<file path="src/ktrk_pkg.sv">
`timescale 1ns / 1ps
package ktrk_pkg;

  localparam int MAX_K = 64;
  localparam int DataW = 32;
  localparam int KW    = 7;
  localparam int IdxW  = $clog2(MAX_K);
  localparam int CntW  = IdxW + 1;
  localparam int ChW   = IdxW + 2;
  localparam int StepW = 4;

  typedef logic [StepW-1:0] step_t;

  localparam step_t ST_IDLE  = 4'd0;
  localparam step_t ST_BR    = 4'd1;
  localparam step_t ST_UINIT = 4'd2;
  localparam step_t ST_UTEST = 4'd3;
  localparam step_t ST_UCMP  = 4'd4;
  localparam step_t ST_DCMP  = 4'd5;
  localparam step_t ST_DL    = 4'd6;
  localparam step_t ST_DR    = 4'd7;
  localparam step_t ST_DPICK = 4'd8;
  localparam step_t ST_WRITE = 4'd9;
  localparam step_t ST_OUT   = 4'd10;

  typedef enum logic [3:0] {
    OP_NOP,
    OP_ACCEPT,
    OP_UINIT,
    OP_RD_PAR,
    OP_UMOVE,
    OP_DSTART,
    OP_RD_L,
    OP_RD_R,
    OP_DMOVE,
    OP_WR_V,
    OP_LOAD_OUT
  } uop_e;

  typedef enum logic [3:0] {
    C_ALWAYS,
    C_IN_ACC,
    C_FULL,
    C_POS_ZERO,
    C_V_LT_RD,
    C_ROOT_LT_V,
    C_L_GE_N,
    C_PICK_LT_V,
    C_OUT_FREE
  } cond_e;

  typedef struct packed {
    uop_e  op;
    cond_e cond;
    step_t tgt_t;
    step_t tgt_f;
  } ucode_t;

  typedef struct packed {
    uop_e op;
    logic hit;
  } ctrl_t;

  typedef struct packed {
    logic in_acc;
    logic full;
    logic pos_zero;
    logic v_lt_rd;
    logic root_lt_v;
    logic l_ge_n;
    logic pick_lt_v;
    logic out_free;
  } stat_t;

  function automatic ucode_t ucode_rom(input step_t step);
    ucode_t w;
    case (step)
      ST_IDLE:  w = '{OP_ACCEPT,   C_IN_ACC,    ST_BR,    ST_IDLE};
      ST_BR:    w = '{OP_NOP,      C_FULL,      ST_DCMP,  ST_UINIT};
      ST_UINIT: w = '{OP_UINIT,    C_ALWAYS,    ST_UTEST, ST_UTEST};
      ST_UTEST: w = '{OP_RD_PAR,   C_POS_ZERO,  ST_WRITE, ST_UCMP};
      ST_UCMP:  w = '{OP_UMOVE,    C_V_LT_RD,   ST_UTEST, ST_WRITE};
      ST_DCMP:  w = '{OP_DSTART,   C_ROOT_LT_V, ST_DL,    ST_OUT};
      ST_DL:    w = '{OP_RD_L,     C_L_GE_N,    ST_WRITE, ST_DR};
      ST_DR:    w = '{OP_RD_R,     C_ALWAYS,    ST_DPICK, ST_DPICK};
      ST_DPICK: w = '{OP_DMOVE,    C_PICK_LT_V, ST_DL,    ST_WRITE};
      ST_WRITE: w = '{OP_WR_V,     C_ALWAYS,    ST_OUT,   ST_OUT};
      ST_OUT:   w = '{OP_LOAD_OUT, C_OUT_FREE,  ST_IDLE,  ST_OUT};
      default:  w = '{OP_NOP,      C_ALWAYS,    ST_IDLE,  ST_IDLE};
    endcase
    return w;
  endfunction

endpackage

</file>
<file path="src/kth_largest_stream_tracker_unit.sv">
`timescale 1ns / 1ps
// Per accepted word: while the heap is not full it is appended and sifted up; when full, a
// word not larger than the root is dropped, else it replaces the root and sifts down to a
// leaf or until no child is smaller.
// The unit takes one word at a time; a result waits in an output register and holds off
// the next word.
// Reset: k = 1, heap empty. A k write empties the heap.
module kth_largest_stream_tracker_unit import ktrk_pkg::*; (
  input  logic                    clk_i,
  input  logic                    rst_ni,
  input  logic                    in_valid_i,
  output logic                    in_stall_o,
  input  logic signed [DataW-1:0] value_i,
  output logic                    out_valid_o,
  input  logic                    out_stall_i,
  output logic signed [DataW-1:0] kth_value_o,
  output logic                    heap_full_o,
  input  logic                    cfg_valid_i,
  output logic                    cfg_ready_o,
  input  logic [KW-1:0]           k_target_i
);

  ctrl_t ctrl;
  stat_t stat;

  ktrk_useq u_useq (
    .clk_i (clk_i),
    .rst_ni(rst_ni),
    .stat_i(stat),
    .ctrl_o(ctrl)
  );

  ktrk_dpath u_dpath (
    .clk_i      (clk_i),
    .rst_ni     (rst_ni),
    .ctrl_i     (ctrl),
    .stat_o     (stat),
    .in_valid_i (in_valid_i),
    .in_stall_o (in_stall_o),
    .value_i    (value_i),
    .out_valid_o(out_valid_o),
    .out_stall_i(out_stall_i),
    .kth_value_o(kth_value_o),
    .heap_full_o(heap_full_o),
    .cfg_valid_i(cfg_valid_i),
    .cfg_ready_o(cfg_ready_o),
    .k_target_i (k_target_i)
  );

endmodule

</file>
<file path="src/ktrk_ram.sv">
`timescale 1ns / 1ps
module ktrk_ram #(
  parameter int Width = 32,
  parameter int Depth = 64
) (
  input  logic                     clk_i,
  input  logic                     we_i,
  input  logic [$clog2(Depth)-1:0] waddr_i,
  input  logic [Width-1:0]         wdata_i,
  input  logic [$clog2(Depth)-1:0] raddr_i,
  output logic [Width-1:0]         rdata_o
);

  logic [Width-1:0] mem_q [Depth];
  logic [Width-1:0] rdata_q;

  always_ff @(posedge clk_i) begin
    if (we_i) begin
      mem_q[waddr_i] <= wdata_i;
    end
    rdata_q <= mem_q[raddr_i];
  end

  assign rdata_o = rdata_q;

endmodule

</file>
<file path="src/ktrk_useq.sv">
`timescale 1ns / 1ps
module ktrk_useq import ktrk_pkg::*; (
  input  logic  clk_i,
  input  logic  rst_ni,
  input  stat_t stat_i,
  output ctrl_t ctrl_o
);

  step_t  step_q, step_d;
  ucode_t uw;
  logic   hit;

  always_comb begin
    uw = ucode_rom(step_q);
    case (uw.cond)
      C_ALWAYS:    hit = 1'b1;
      C_IN_ACC:    hit = stat_i.in_acc;
      C_FULL:      hit = stat_i.full;
      C_POS_ZERO:  hit = stat_i.pos_zero;
      C_V_LT_RD:   hit = stat_i.v_lt_rd;
      C_ROOT_LT_V: hit = stat_i.root_lt_v;
      C_L_GE_N:    hit = stat_i.l_ge_n;
      C_PICK_LT_V: hit = stat_i.pick_lt_v;
      C_OUT_FREE:  hit = stat_i.out_free;
      default:     hit = 1'b0;
    endcase
    step_d = hit ? uw.tgt_t : uw.tgt_f;
  end

  always_ff @(posedge clk_i or negedge rst_ni) begin
    if (!rst_ni) begin
      step_q <= ST_IDLE;
    end else begin
      step_q <= step_d;
    end
  end

  assign ctrl_o = '{op: uw.op, hit: hit};

endmodule

</file>
<file path="src/ktrk_dpath.sv">
`timescale 1ns / 1ps
module ktrk_dpath import ktrk_pkg::*; (
  input  logic                    clk_i,
  input  logic                    rst_ni,
  input  ctrl_t                   ctrl_i,
  output stat_t                   stat_o,
  input  logic                    in_valid_i,
  output logic                    in_stall_o,
  input  logic signed [DataW-1:0] value_i,
  output logic                    out_valid_o,
  input  logic                    out_stall_i,
  output logic signed [DataW-1:0] kth_value_o,
  output logic                    heap_full_o,
  input  logic                    cfg_valid_i,
  output logic                    cfg_ready_o,
  input  logic [KW-1:0]           k_target_i
);

  logic [KW-1:0]           k_q;
  logic [CntW-1:0]         count_q, cap;
  logic [IdxW-1:0]         pos_q, par;
  logic signed [DataW-1:0] v_q, root_q, ldata_q, kth_q;
  logic                    rvalid_q, out_valid_q, full_q;
  logic [ChW-1:0]          lidx, ridx;
  logic                    cfg_we, in_acc, full;
  logic signed [DataW-1:0] rdata, pickval;
  logic [IdxW-1:0]         pickidx;
  logic                    we;
  logic [IdxW-1:0]         waddr, raddr;
  logic signed [DataW-1:0] wdata;

  always_comb begin
    if (k_q == '0) begin
      cap = CntW'(1);
    end else if (int'(k_q) > MAX_K) begin
      cap = CntW'(MAX_K);
    end else begin
      cap = CntW'(k_q);
    end
  end

  assign full        = count_q >= cap;
  assign cfg_ready_o = ctrl_i.op == OP_ACCEPT;
  assign cfg_we      = cfg_valid_i && cfg_ready_o;
  assign in_stall_o  = (ctrl_i.op != OP_ACCEPT) || cfg_valid_i;
  assign in_acc      = in_valid_i && !in_stall_o;

  assign par  = IdxW'((pos_q - IdxW'(1)) >> 1);
  assign lidx = {1'b0, pos_q, 1'b1};
  assign ridx = lidx + ChW'(1);

  always_comb begin
    if (rvalid_q && (rdata < ldata_q)) begin
      pickval = rdata;
      pickidx = ridx[IdxW-1:0];
    end else begin
      pickval = ldata_q;
      pickidx = lidx[IdxW-1:0];
    end
  end

  always_comb begin
    case (ctrl_i.op)
      OP_RD_PAR: raddr = par;
      OP_RD_L:   raddr = lidx[IdxW-1:0];
      OP_RD_R:   raddr = ridx[IdxW-1:0];
      default:   raddr = lidx[IdxW-1:0];
    endcase
    we    = 1'b0;
    waddr = pos_q;
    wdata = v_q;
    case (ctrl_i.op)
      OP_UMOVE: begin
        we    = ctrl_i.hit;
        wdata = rdata;
      end
      OP_DMOVE: begin
        we    = ctrl_i.hit;
        wdata = pickval;
      end
      OP_WR_V: begin
        we = 1'b1;
      end
      default: begin
        we = 1'b0;
      end
    endcase
  end

  ktrk_ram #(
    .Width(DataW),
    .Depth(MAX_K)
  ) u_heap (
    .clk_i  (clk_i),
    .we_i   (we),
    .waddr_i(waddr),
    .wdata_i(wdata),
    .raddr_i(raddr),
    .rdata_o(rdata)
  );

  always_comb begin
    stat_o.in_acc    = in_acc;
    stat_o.full      = full;
    stat_o.pos_zero  = pos_q == '0;
    stat_o.v_lt_rd   = v_q < rdata;
    stat_o.root_lt_v = root_q < v_q;
    stat_o.l_ge_n    = lidx >= ChW'(count_q);
    stat_o.pick_lt_v = pickval < v_q;
    stat_o.out_free  = !out_valid_q || !out_stall_i;
  end

  always_ff @(posedge clk_i or negedge rst_ni) begin
    if (!rst_ni) begin
      k_q         <= KW'(1);
      count_q     <= '0;
      out_valid_q <= 1'b0;
    end else begin
      if (cfg_we) begin
        k_q     <= k_target_i;
        count_q <= '0;
      end else if (ctrl_i.op == OP_UINIT) begin
        count_q <= count_q + CntW'(1);
      end
      if (ctrl_i.op == OP_LOAD_OUT && ctrl_i.hit) begin
        out_valid_q <= 1'b1;
      end else if (!out_stall_i) begin
        out_valid_q <= 1'b0;
      end
    end
  end

  always_ff @(posedge clk_i) begin
    if (in_acc) begin
      v_q <= value_i;
    end
    if (we && waddr == '0) begin
      root_q <= wdata;
    end
    case (ctrl_i.op)
      OP_UINIT: pos_q <= count_q[IdxW-1:0];
      OP_UMOVE: begin
        if (ctrl_i.hit) begin
          pos_q <= par;
        end
      end
      OP_DSTART: pos_q <= '0;
      OP_RD_R: begin
        ldata_q  <= rdata;
        rvalid_q <= ridx < ChW'(count_q);
      end
      OP_DMOVE: begin
        if (ctrl_i.hit) begin
          pos_q <= pickidx;
        end
      end
      OP_LOAD_OUT: begin
        if (ctrl_i.hit) begin
          kth_q  <= root_q;
          full_q <= full;
        end
      end
      default: begin
      end
    endcase
  end

  assign out_valid_o = out_valid_q;
  assign kth_value_o = kth_q;
  assign heap_full_o = full_q;

endmodule

</file>
<file path="config.mk">
export PLATFORM = sky130hd
export DESIGN_NAME = kth_largest_stream_tracker_unit
export DESIGN_NICKNAME = d
export VERILOG_FILES = /design/src/ktrk_pkg.sv /design/src/kth_largest_stream_tracker_unit.sv /design/src/ktrk_ram.sv /design/src/ktrk_useq.sv /design/src/ktrk_dpath.sv
export SDC_FILE = /design/constraint.sdc
export NUM_CORES = 2
export LEC_CHECK = 0
export ABC_AREA = 1
export ABC_CLOCK_PERIOD_IN_PS = 6400
export BUFFER_PORTS_ARGS = -buffer_cell sky130_fd_sc_hd__buf_2
export CAP_MARGIN = 10
export CORE_MARGIN = 2
export CORE_UTILIZATION = 49
export CTS_BUF_LIST = sky130_fd_sc_hd__clkbuf_2 sky130_fd_sc_hd__clkbuf_4 sky130_fd_sc_hd__clkbuf_8
export DETAILED_ROUTE_END_ITERATION = 10
export PLACE_DENSITY = 0.61
export SETUP_SLACK_MARGIN = 0.4
export SLEW_MARGIN = 20
export SYNTH_ARGS = -nofsm -noshare
export SYNTH_HDL_FRONTEND = slang
export SYNTH_SLANG_ARGS = --single-unit
</file>
<file path="constraint.sdc">
create_clock -name clk_i -period 6.4 [get_ports clk_i]
set_input_delay 0 -clock clk_i [delete_from_list [all_inputs] [get_ports clk_i]]
set_output_delay 0 -clock clk_i [all_outputs]
set_load 0.02 [all_outputs]
</file>
==> key figures <==
Cells and area
  • Layout area overhead: 15.4%
  • Nets: 7506
  • Share of cells above drive strength 1: 14.2%
  • Finished Layout Cells: 10069

Synth
  • Unique masters post-synth: 55
  • Seq/Total Area, Yosys: 72.8%
  • Mapped Area: 0.0916 mm²
  • Top post-synthesis cells by area: edfxtp_1, nor2_1, o21ai_0, nand3_1, mux2i_1
  • Synth top area share: 71.6%
  • Syn_nets: 7080
  • Yosys top cell by area: edfxtp_1
  • Post-synth ARST share: 0.850%
  • Synthesized flop and latch total: 2235
  • Synth Flop Type: edfxtp_1
  • Mapped Cells: 6886
  • Ys Warns: 0
  • Post-synth EDFFs: 2184
  • Synthesized area per cell: 13.3 µm²

Timing
  • Final Hold Viols: 0
  • Rel. slew slack: 18.5%
  • Period utilization: 88.7%
  • Final clock skew: 0.0628 ns
  • Slew Limit Fails: 0
  • Slew @ Worst Pin: 1.22 ns
  • F_max: 176 MHz
  • # setup viols final: 0
  • Post-layout minimum cycle time: 5.68 ns
  • RSZ-0062 raised after global routing: no
  • Setup TNS: 0 ns

Worst setup path
  • WP data arrival: 6.43 ns
  • CP dominant cell by count: nand2_1
  • CP required: 7.16 ns
  • Critical path class: reg2reg
  • Critical Path Max Stage Delay: 0.55 ns
  • Critical Path End Type: register
  • CP Max Fanout: 65
  • Number of buffer and inverter stages on the critical path: 5
  • Cell family with most CP delay: simple AND/OR/NAND/NOR gates
  • CP Launch Type: register
  • Critical path's slowest cell: a21oi_4

Clocking
  • Worst-skew pair later-pin latency: 1.10 ns
  • CTS tree: yes
  • CTS Buf Count: 371
  • H-tree depth: 5
  • Clock slew at reported path FFs: 0.06 ns
  • Clock buffer depth: 4
  • CTS sink count: 2235
  • Root buffer cell: clkbuf_8

Floorplan
  • Row cnt: 158
  • Die width: 436 µm
  • Initial core utilization: 49.4%
  • Die ar.: 0.190 mm²
  • CORE AREA: 0.186 mm²
  • Die height: 436 µm
  • # IOs: 80

Routing
  • Via/cell ratio: 6.10
  • WL per Instance: 28.7 µm
  • Vias: 61462
  • Remaining antenna violation count: 0
  • DRC viols: 0
  • Initial drt markers: 9224
  • Drt pass-1 iters: 6
  • Total wire length: 289 mm

GRT
  • Largest net degree at the start of global routing: 133
  • Initial antenna violation count: 21
  • Number of global-route vias before repair: 58372
  • Tot GR Track Use: 29.7%
  • First-pass GRT wire length: 410 mm
  • GRT overflow: 0

Worst hold path
  • Hold Crit Class: in2async

Pwr
  • Static leakage: 35.2 nW
  • Maximum VDD drop: 606 µV
  • Pwr per Cell Area: 554 mW/mm²
  • Pwr Total: 58.6 mW

Place
  • Gpl congestion: 0.929
  • Inst Count DP: 9257
  • Port-buffer cells: 79
  • Hpwl dp: 173 mm

Run status
  • Status: complete, no violations

Flow run
  • Max_cap viols: 0
-- cell usage in the layout (no fill, tap or decap), types with 6 or more instances in the layout --
| cell | Yosys | routed |
|---|---|---|
| edfxtp_1 | 2184 | 2184 |
| nor2_1 | 1017 | 1010 |
| o21ai_0 | 677 | 677 |
| nand3_1 | 647 | 645 |
| nand2_1 | 560 | 558 |
| clkbuf_8 | 0 | 384 |
| mux2i_1 | 282 | 282 |
| o221ai_1 | 310 | 278 |
| buf_4 | 30 | 241 |
| inv_1 | 166 | 164 |
| ha_1 | 150 | 150 |
| clkbuf_4 | 0 | 111 |
| clkinv_1 | 5 | 101 |
| a21oi_1 | 166 | 100 |
| dlygate4sd3_1 | 0 | 100 |
| buf_2 | 117 | 79 |
| a21oi_4 | 1 | 67 |
| buf_12 | 0 | 52 |
| clkinv_2 | 0 | 38 |
| a31oi_1 | 37 | 37 |
| o221ai_4 | 0 | 32 |
| dfxtp_1 | 32 | 32 |
| o21ai_1 | 32 | 30 |
| buf_6 | 1 | 22 |
| nor3_1 | 20 | 20 |
| dfrtp_1 | 18 | 18 |
| o21a_1 | 17 | 17 |
| nand4_1 | 13 | 13 |
| a211oi_1 | 12 | 12 |
| a32o_1 | 10 | 10 |
| diode_2 | 0 | 9 |
| inv_2 | 10 | 9 |
| o22ai_1 | 9 | 9 |
| o211ai_1 | 8 | 8 |
| a32oi_1 | 8 | 8 |
| nor4_1 | 7 | 7 |
| a221oi_1 | 7 | 7 |
| bufinv_16 | 0 | 7 |
| nor2_4 | 2 | 6 |
-- worst reg2reg max path, delay by kind of cell, from the launching register on --
| kind | cells | cell delay, ns |
|---|---|---|
| simple gates | 18 | 1.89 |
| compound gates | 5 | 1.72 |
| buf+inv | 5 | 0.86 |
| fa+ha+maj | 2 | 0.52 |
| flops | 1 | 0.38 |
-- metrics by stage --
step	util, %	instance area, µm²	setup slack [ns]	hold WS (ns)
floorplan	-	91600	0.737	-0.296
global placement	52.4	97200	0.415	-0.0342
detailed placement	52.4	97200	0.362	-0.0324
CTS	56.6	105000	0.625	0.0559
global route	56.9	106000	0.403	0.157
finish	57.0	106000	0.724	0.126
-- registers in the layout, indices dropped and copies added (netlist names) --
| signal | count |
|---|---|
| u_dpath.count_q | 7 |
| u_dpath.heap_full_o | 1 |
| u_dpath.k_q | 7 |
| u_dpath.kth_value_o | 32 |
| u_dpath.ldata_q | 32 |
| u_dpath.out_valid_o | 1 |
| u_dpath.pos_q | 6 |
| u_dpath.root_q | 32 |
| u_dpath.rvalid_q | 1 |
| u_dpath.u_heap.mem_q | 2048 |
| u_dpath.u_heap.rdata_o | 32 |
| u_dpath.v_q | 32 |
| u_useq.step_q | 4 |
-- per-layer routing --
metal,global-route usage [%],vias up,share of wire (%)
met2,44.1,3678,44
li1,-,26738,-
met1,41.0,30399,39
met5,0,-,0.018
met4,13.9,8,5.0
met3,7.79,639,11
-- final cells by class --
| type | count | area [µm²] |
|---|---|---|
| diodes | 9 | 22.5 |
| well taps | 2480 | 3100 |
| multi-input cells | 4028 | 23800 |
| clock buffers | 495 | 6120 |
| repair buffers | 495 | 4520 |
| fillers | 14828 | 79900 |
| clock inverters | 146 | 797 |
| inverters | 181 | 708 |
| flip-flops and latches | 2235 | 66700 |
-- worst paths after layout --
| path | from | end | slack (ns) | cells after the start |
|---|---|---|---|---|
| worst max-delay path | u_dpath.ldata_q[5]$_DFFE_PP_ | u_dpath.u_heap.mem_q[14][12]$_DFFE_PP_ | 0.72 | 30 |
| worst min-delay path | rst_ni | u_dpath.out_valid_o$_DFFE_PN0P_ | 0.13 | 3 |
| worst max register to register | u_dpath.ldata_q[5]$_DFFE_PP_ | u_dpath.u_heap.mem_q[14][12]$_DFFE_PP_ | 0.72 | 30 |
| worst min register to register | u_dpath.root_q[23]$_DFFE_PP_ | u_dpath.kth_value_o[23]$_DFFE_PP_ | 0.45 | 0 |
| max in group asynchronous | rst_ni | u_dpath.k_q[2]$_DFFE_PN0P_ | 5.72 | 3 |
| min in group clk_i | value_i[11] | u_dpath.v_q[11]$_DFFE_PP_ | 0.19 | 3 |
-- cells by family after synthesis --
kind of cell	synth area share, %
and+or+nand+nor	10.3
DFF	72.8
buffers and inverters	2.85
xor gates and xnor gates	0.0382
AOI/OAI and AO/OA	8.87
adders and majority gates	2.05
muxes	3.08
-- power breakdown --
group          internal (mW)  leakage [nW]  switching (mW)
Clock                   6.45          3.68            5.64
Combinational           6.47          11.4            21.0
Sequential              18.7          20.2           0.284
-- cells in the mapped netlist (2+ instances only) --
master,n
edfxtp_1,2184
nor2_1,1017
o21ai_0,677
nand3_1,647
nand2_1,560
o221ai_1,310
mux2i_1,282
clkbuf_1,261
a21oi_1,166
inv_1,166
ha_1,150
buf_2,117
a31oi_1,37
buf_1,35
dfxtp_1,32
o21ai_1,32
buf_4,30
nor3_1,20
dfrtp_1,18
o21a_1,17
nand4_1,13
a211oi_1,12
a32o_1,10
inv_2,10
o22ai_1,9
a32oi_1,8
o211ai_1,8
a221oi_1,7
nor4_1,7
clkinv_1,5
o31ai_1,4
xor2_1,4
a311oi_1,3
a21boi_0,2
a311o_1,2
nor2_2,2
nor2_4,2
o311ai_1,2
o32ai_1,2
-- repair_timing --
action | CTS | global route
hold buffers | 100 | 0
pin swaps | 0 | 14
setup buffers | 0 | 60
endpoints found under the setup margin | 269 | 1768
gates cloned | 0 | 2
resized for setup | 2 | 25
hold endpoints to repair | 102 | 0
No activity file was read; power rests on OpenSTA's default activity.
